## config.mk

```make
export PLATFORM = sky130hd
export DESIGN_NAME = lph_ram
export DESIGN_NICKNAME = d
export VERILOG_FILES = /design/src/rtl/lph_ram.sv
export SDC_FILE = /design/constraint.sdc
export NUM_CORES = 1
export LEC_CHECK = 0
export ABC_AREA = 1
export ABC_CLOCK_PERIOD_IN_PS = 1090
export BUFFER_PORTS_ARGS = -buffer_cell sky130_fd_sc_hd__buf_2
export CORE_ASPECT_RATIO = 1.1
export CORE_MARGIN = 4
export CORE_UTILIZATION = 55
export DETAILED_ROUTE_END_ITERATION = 10
export GPL_ROUTABILITY_DRIVEN = 0
export PLACE_DENSITY_LB_ADDON = 0.25
export SYNTH_ARGS = -nofsm -noshare
export SYNTH_HDL_FRONTEND = slang
export SYNTH_SLANG_ARGS = --single-unit
```

## constraint.sdc

```tcl
create_clock -name clk -period 1.09 [get_ports clk]
set_input_delay 0.109 -clock clk [delete_from_list [all_inputs] [get_ports clk]]
set_output_delay 0.109 -clock clk [all_outputs]
set_load 0.02 [all_outputs]
```

## src/rtl/lph_ram.sv

```systemverilog
// ----------------------------------------------------------------------------
// lph_ram
// Generic single-write, single-read synchronous RAM with registered read data.
// ----------------------------------------------------------------------------
module lph_ram #(
  parameter int WIDTH = 8,
  parameter int DEPTH = 16
) (
  input  logic                     clk,
  input  logic                     we,
  input  logic [$clog2(DEPTH)-1:0] waddr,
  input  logic [WIDTH-1:0]         wdata,
  input  logic                     re,
  input  logic [$clog2(DEPTH)-1:0] raddr,
  output logic [WIDTH-1:0]         rdata
);

  logic [WIDTH-1:0] mem [DEPTH];

  // write port
  always_ff @(posedge clk) begin
    if (we) begin
      mem[waddr] <= wdata;
    end
  end

  // registered read port
  always_ff @(posedge clk) begin
    if (re) begin
      rdata <= mem[raddr];
    end
  end

endmodule

```

==> impl_metrics.yaml <==
detailed_routing:
  routed_via_density: 5.26
  vias: 3958
  drc_errors: 0
  routedWlPerCell_um: 17.7
  drt_iter0_markers: 289
  firstDrtPassIters: 5
  antenna_left: 0
  wl_um: 13300
layout:
  fin_cells: 752
  fin_nets: 615
  fill_cells: 720
  diodes: 0
  drive_gt1_frac: 0.195
  area_growth_pct: 22.4
clock_tree:
  root_buffer: "clkbuf_16"
  hold_buffers: 0
  tritoncts: "done"
  htree_levels: 4
  cts_buffers: 17
  cts.sinks: 136
  path_clk_slew_ns: 0.06
  clk_latency_ns: 0.42
  cts_buffer_depth: 2
critical_path:
  worst_ep_required_time_ns: 0.98
  crit_type: "reg2out"
  endpoint_kind: "output port"
  reg2reg_from: "mem[6][5]$_DFFE_PP_"
  cp.arrival_ns: 1.01
  start_kind: "flop"
  critPathTopFamily: "flip-flops"
  crit_path_start: "rdata[6]$_DFFE_PP_"
  reg2reg_depth: 6
  critPathMaxFanout: 1
  crit_buf_inv: 1
  cp_slowest_stage_delay_ns: 0.44
  crit_chain: "buf_6"
  path_depth: 1
  slowest_stage: "edfxtp_1"
timing:
  setup_viol: 9
  clock_skew_ns: 0.00495
  holdWs_ns: 0.0495
  worst_pin_slew_ns: 0.646
  fin_crit_ns: 1.12
  period_share: 1.03
  rsz0062_at_grt: "yes"
  worst_slack_ns: -0.0335
  hold_viol: 0
  max_freq_ghz: 0.890
  slew_violations: 0
  relSlewSlack: 0.569
placed_design:
  io_buffers: 26
  post-place-cells: 720
  dp_hpwl_um: 7870
floorplan:
  fp.dieW_um: 106
  die_y_um: 116
  start_util: 0.563
  rows: 39
  ios: 27
  dieArea_sq_um: 12300
  design.core.area_sq_um: 10400
global_routing:
  grt_max_degree: 65
  track_usage: 0.232
  grt_pass1_wl_um: 20700
  grt_pass1_vias: 3855
  antenna_found_initial: 0
  grt_overflow: 0
run:
  maxCapViolations: 0
power_and_ir_drop:
  pwr-share-seq: 0.429
  pwr-share-comb: 0.061
  power.net_switching_mw: 2.69
  ir_worst_vdd_mv: 1.27
  power_leakage_nw: 3.10
  p_int_mw: 11.1
  power.share.switching: 0.195
  powerDensity_nw_per_um2: 1930
  power_frac_clock: 0.510
status:
  status: "finished with violations"
  violations: "negative setup slack"
logic_synthesis:
  syn_area_sq_um: 5850
  netlist_instances: 551
  synth-seq-cells: 136
  syn_nets: 570
  yosys_warnings: 0
  ys_types: 11
  syn_avg_cell_area_sq_um: 10.6
  ys_seq_area_frac: 0.698
min_path:
  worstHoldPathType: "in2reg"
  hp-start: "re"
  hold-path-cell-count: 1
[cells by family after synthesis]
logic type | Yosys count | synth area share
buffers and inverters | 126 | 0.0939
and+or+nand+nor | 289 | 0.208
DFF | 136 | 0.698
[worst paths after layout]
| check | slack (ns) | end |
|---|---|---|
| setup / recovery | -0.03 | rdata[6] |
| setup reg to reg | -0.03 | rdata[5]$_DFFE_PP_ |
| hold / removal | 0.05 | rdata[1]$_DFFE_PP_ |
| hold reg to reg | 0.76 | rdata[0]$_DFFE_PP_ |
[metrics by stage]
step                      power, mW   util  setup WS (ns)  setup TNS [ns]  cell area (sq um)
after detailed placement       6.78  0.598         -0.239           -3.23               6220
after global routing           14.2  0.689        -0.0648          -0.523               7160
final                          13.8  0.689        -0.0335          -0.139               7160
after floorplan                6.47      -         0.0302               0               5850
after CTS                      13.9  0.681        -0.0267         -0.0729               7080
after global placement         6.76  0.598         -0.209           -2.06               6220
[sequential cells by signal, summed over array words and instances, names as in the netlist]
signal,count
mem,128
rdata,8
[layout make-up]
cell class	instances	area, sq um	area share
Multi-Input combinational cell	289	1390	0.194
Inverter	102	383	0.0535
Clock buffer	19	433	0.0605
Tap cell	143	179	0.0250
Timing Repair Buffer	50	392	0.0547
Sequential cell	136	4080	0.571
Clock inverter	13	298	0.0416
[power by group through the flow]
stage / registers (mW) / logic [mW] / clock network, mW
4_1_cts: 5.93 / 0.807 / 7.13
2_1_floorplan: 6.06 / 0.413 / 0
3_5_place_dp: 6.03 / 0.751 / 0
3_3_place_gp: 6.03 / 0.731 / 0
5_1_grt: 5.94 / 0.914 / 7.37
6_report: 5.93 / 0.839 / 7.06
[synthesized netlist by cell type, drive strengths merged]
cell type | instances | area, sq um
nand3 | 97 | 485
buf | 24 | 166
inv | 102 | 383
nor2 | 17 | 63.8
edfxtp | 136 | 4080
nand2 | 173 | 649
nand3b | 2 | 15.0
[what timing repair did]
item                                    in CTS  in global routing
setup buffers                                0                  0
hold endpoints to repair                     0                  0
endpoints found under the setup margin      11                 13
resized for setup                           28                 21
gates cloned                                 0                  0
pin swaps                                   11                 15
[layout by cell type, fill, tap and decap left out, types with 5 or more instances in the layout]
master     instances
nand3_1           68
clkbuf_16         17
inv_1             98
buf_6              5
buf_4             20
nor2_1            17
edfxtp_1         136
bufinv_16          9
nand2_2            6
buf_2             21
nand3_2           27
nand2_1          167
[metal layers]
layer	vias to the layer above	routed length, um	track usage
li1	1867	-	-
met5	-	0	0
met2	168	6770	0.389
met3	29	818	0.0509
met4	0	379	0.113
met1	1894	5320	0.288
Note: power is estimated with default switching activity, not from simulation.
