<file path="config.mk">
export PLATFORM = sky130hd
export DESIGN_NAME = lph_home
export DESIGN_NICKNAME = d
export VERILOG_FILES = /design/src/rtl/lph_home.sv
export SDC_FILE = /design/constraint.sdc
export NUM_CORES = 1
export LEC_CHECK = 0
export BUFFER_PORTS_ARGS = -buffer_cell sky130_fd_sc_hd__buf_2
export CORE_AREA = 3 3 40 42
export DETAILED_ROUTE_END_ITERATION = 12
export DIE_AREA = 0 0 43 45
export PLACE_DENSITY = 0.66
export SYNTH_ARGS = -nofsm -noshare
export SYNTH_HDL_FRONTEND = slang
export SYNTH_SLANG_ARGS = --single-unit
</file>
<file path="constraint.sdc">
create_clock -name clk -period 0.8 [get_ports clk]
set_input_delay 0.04 -clock clk [delete_from_list [all_inputs] [get_ports clk]]
set_output_delay 0.04 -clock clk [all_outputs]
set_load 0.05 [all_outputs]
</file>
<file path="src/rtl/lph_home.sv">
// ----------------------------------------------------------------------------
// lph_home
// Home slot unit: key mod SLOTS. A mask when SLOTS is a power of two,
// otherwise a long division retiring four key bits per cycle.
// ----------------------------------------------------------------------------
module lph_home #(
  parameter int SLOTS    = 2048,
  parameter int KEY_BITS = 17
) (
  input  logic                     clk,
  input  logic                     rst,
  input  logic                     start,
  input  logic [KEY_BITS-1:0]      key,
  output logic                     done,
  output logic [$clog2(SLOTS)-1:0] home
);

  localparam int  IDX_W = $clog2(SLOTS);
  localparam bit  POW2  = ((SLOTS & (SLOTS - 1)) == 0);

  if (POW2) begin : g_mask
    localparam int KX = KEY_BITS + IDX_W;
    logic [KX-1:0]    key_ext;
    logic [IDX_W-1:0] home_q;

    assign key_ext = KX'(key);

    // low bits are the home slot; ready the cycle after start
    always_ff @(posedge clk) begin
      if (rst) begin
        done <= 1'b0;
      end else begin
        done <= start;
      end
    end

    always_ff @(posedge clk) begin
      if (start) begin
        home_q <= key_ext[IDX_W-1:0];
      end
    end

    assign home = home_q;

  end else begin : g_div
    localparam int DIG  = 4;
    localparam int ND   = (KEY_BITS + DIG - 1) / DIG;
    localparam int PADW = ND * DIG;
    localparam int ND_W = $clog2(ND + 1);
    localparam logic [IDX_W:0] MODV = (IDX_W + 1)'(SLOTS);

    logic [PADW-1:0]  shreg;
    logic [IDX_W-1:0] acc;
    logic [IDX_W-1:0] acc_next;
    logic [ND_W-1:0]  cnt;
    logic             busy;
    logic [IDX_W-1:0] rem;
    logic [IDX_W:0]   trial;

    // one digit: shift in DIG key bits, reduce after each
    always_comb begin
      rem = acc;
      trial = '0;
      for (int i = 0; i < DIG; i++) begin
        trial = {rem, shreg[PADW-1-i]};
        if (trial >= MODV) begin
          trial = trial - MODV;
        end
        rem = trial[IDX_W-1:0];
      end
      acc_next = rem;
    end

    // digit sequencer
    always_ff @(posedge clk) begin
      if (rst) begin
        busy <= 1'b0;
        done <= 1'b0;
      end else begin
        done <= 1'b0;
        if (start) begin
          busy <= 1'b1;
        end else if (busy && cnt == ND_W'(1)) begin
          busy <= 1'b0;
          done <= 1'b1;
        end
      end
    end

    always_ff @(posedge clk) begin
      if (start) begin
        acc   <= '0;
        shreg <= PADW'(key);
        cnt   <= ND_W'(ND);
      end else if (busy) begin
        acc   <= acc_next;
        shreg <= shreg << DIG;
        cnt   <= cnt - ND_W'(1);
      end
    end

    assign home = acc;
  end

endmodule

</file>
==> results.yml <==
run_status:
  outcome: "complete, but fails checks"
  failed_checks: "setup timing"
global_routing:
  grt_pass1_vias: 304
  grt_max_degree: 13
  antenna_found_initial: 0
  overflow: 0
  grt_pass1_wl_mm: 1.22
  grt_usage_pct: 9.60
setup_path:
  path_cells: "buf_6"
  worst-setup-path-type: "flip-flop to output port"
  critPathSlowestCell: "edfxtp_1"
  endpoint_kind: "output port"
  cp.required_ps: 760
  worst-path-max-fanout: 1
  path_delay_family: "flip-flops"
  arrival_ps: 850
  path_buf_inv: 1
  worst_setup_path_start_kind: "flip-flop"
  max_stage_delay_ps: 410
synthesis:
  syn-mean-instance-area_um2: 28.0
  syn_inst: 13
  netlist_area_um2: 364
  ys_warn_count: 0
  synth.distinct_cells: 3
  synth_nets: 33
  ys_ff_latch: 12
  yosysSeqAreaShare_pct: 96.2
hold_path:
  whs_endpoint: "home[5]"
  hold_class: "input pin to flip-flop"
  hold_depth: 1
  hp-start: "start"
clock_network:
  tritoncts: "yes"
  cts_max_path_buffers: 2
  clkTransAtPathRegs_ps: 80
  clkSinkCount: 12
  postCtsSetupRepairBufs: 0
  cts_root_buf: "clkbuf_4"
  htree_levels: 1
  numCtsBuffers: 3
drt:
  top_layer: "met3"
  routed-via-count: 262
  ant_nets: 0
  dr.pass1.iters: 1
  wl_um: 794
  viasPerCell: 3.80
  drt_iter0_markers: 0
  drc: 0
  dr_wl_met3_um: 93
  dr_wl_met2_um: 441
  wl_met1_um: 259
  wl_per_cell_um: 11.5
layout:
  fillers: 99
  area_delta_synth_final_pct: 101
  multi_input_area_um2: 13.8
  drive_above_1_share_pct: 55.6
  ff_latch_area_um2: 352
  final_util_pct: 56.9
  antennaDiodeCount: 0
  fin_nets: 75
sta:
  slew_headroom_pct: 83.4
  slew_viol_final: 0
  fin_crit_sh_pct: 111
  fin_tns_setup_ps: -601
  fmax_mhz: 1120
  rsz0062_at_grt: "yes"
  setup_ws_ps: -89.0
  finalHoldViolCount: 0
  setup_viol: 11
  period_minus_slack_ps: 889
  worst_slew_pin_slew_ps: 249
floorplan:
  boundaryPins: 32
  fp-row-count: 13
  die_h_um: 45
  die-area_um2: 1940
  start_util_pct: 28.3
  die_x_um: 43
  core_um2: 1280
power:
  power_density_nw_per_um2: 2050
  p_leak_nw: 0.312
  ir_drop_mv: 0.974
placed_design:
  buffer_ports.inserted: 25
  gp_congestion: 0.595
flow_run:
  maxCapViolations: 0
==> report_power, final <==
group | internal, mW | leakage (nW) | switching, mW | total (mW)
clock | 0.193 | 0.0150 | 0.186 | 0.379
combinational | 0.150 | 0.181 | 0.208 | 0.358
sequential | 0.739 | 0.116 | 0.0212 | 0.760
total | 1.08 | 0.312 | 0.416 | 1.50
==> Yosys cell counts <==
cell type	instances	share of area, %
dfxtp_1	1	5.5
edfxtp_1	11	91
nor2b_4	1	3.8
==> routing by layer <==
metal | up-vias | track usage [%]
li1 | 133 | -
met1 | 110 | 7.67
met2 | 19 | 18.9
met3 | 0 | 4.38
met4 | 0 | 5.42
met5 | - | 0
==> kinds of logic after synthesis <==
group            synth area share, %
and+or+nand+nor                 3.78
DFF                             96.2
==> registers in the layout (all words and copies together), names as in the netlist <==
name  flops
done      1
home     11
==> stage by stage <==
step | total power, mW | area (um2) | hold WS, ps | setup slack, ps | cells
finish | 1.50 | 731 | 147 | -89.0 | 69
global route | 1.57 | 731 | 152 | -133 | 69
CTS | 1.52 | 731 | 141 | -107 | 69
detailed placement | 1.02 | 508 | 219 | 172 | 53
global placement | 1.02 | 508 | 216 | 194 | 53
floorplan | 0.938 | 364 | 104 | 159 | 13
==> layout by cell type, fill, tap and decap left out, drive strengths merged <==
master and n:
dfxtp 1, dlygate4sd3 12, clkbuf 4, buf 25, edfxtp 11, nor2b 1
==> final cells by class <==
| type | instances | share of cell area [%] |
|---|---|---|
| clock buffers | 4 | 3.60 |
| multi-input cells | 1 | 1.88 |
| well taps | 15 | 2.57 |
| flip-flops and latches | 12 | 48.1 |
| repair buffers | 37 | 43.8 |
==> worst max path at each step <==
| stage | start | endpoint | slack [ps] | depth (start not counted) |
|---|---|---|---|---|
| after detailed placement | home[4] | home[4] | 170 | 1 |
| after global routing | home[5] | home[5] | -130 | 1 |
| final | home[4] | home[4] | -90 | 1 |
| after floorplan | home[0] | home[0] | 160 | 0 |
| after CTS | home[4] | home[4] | -110 | 1 |
| after global placement | start | home[2] | 190 | 1 |
==> timing repair <==
action,4_1_cts,5_1_grt
setup endpoints to repair,12,12
resized for setup,25,0
hold buffers,12,0
pin swaps,0,0
hold endpoints to repair,12,0
Note: power is estimated with default switching activity, not from simulation.
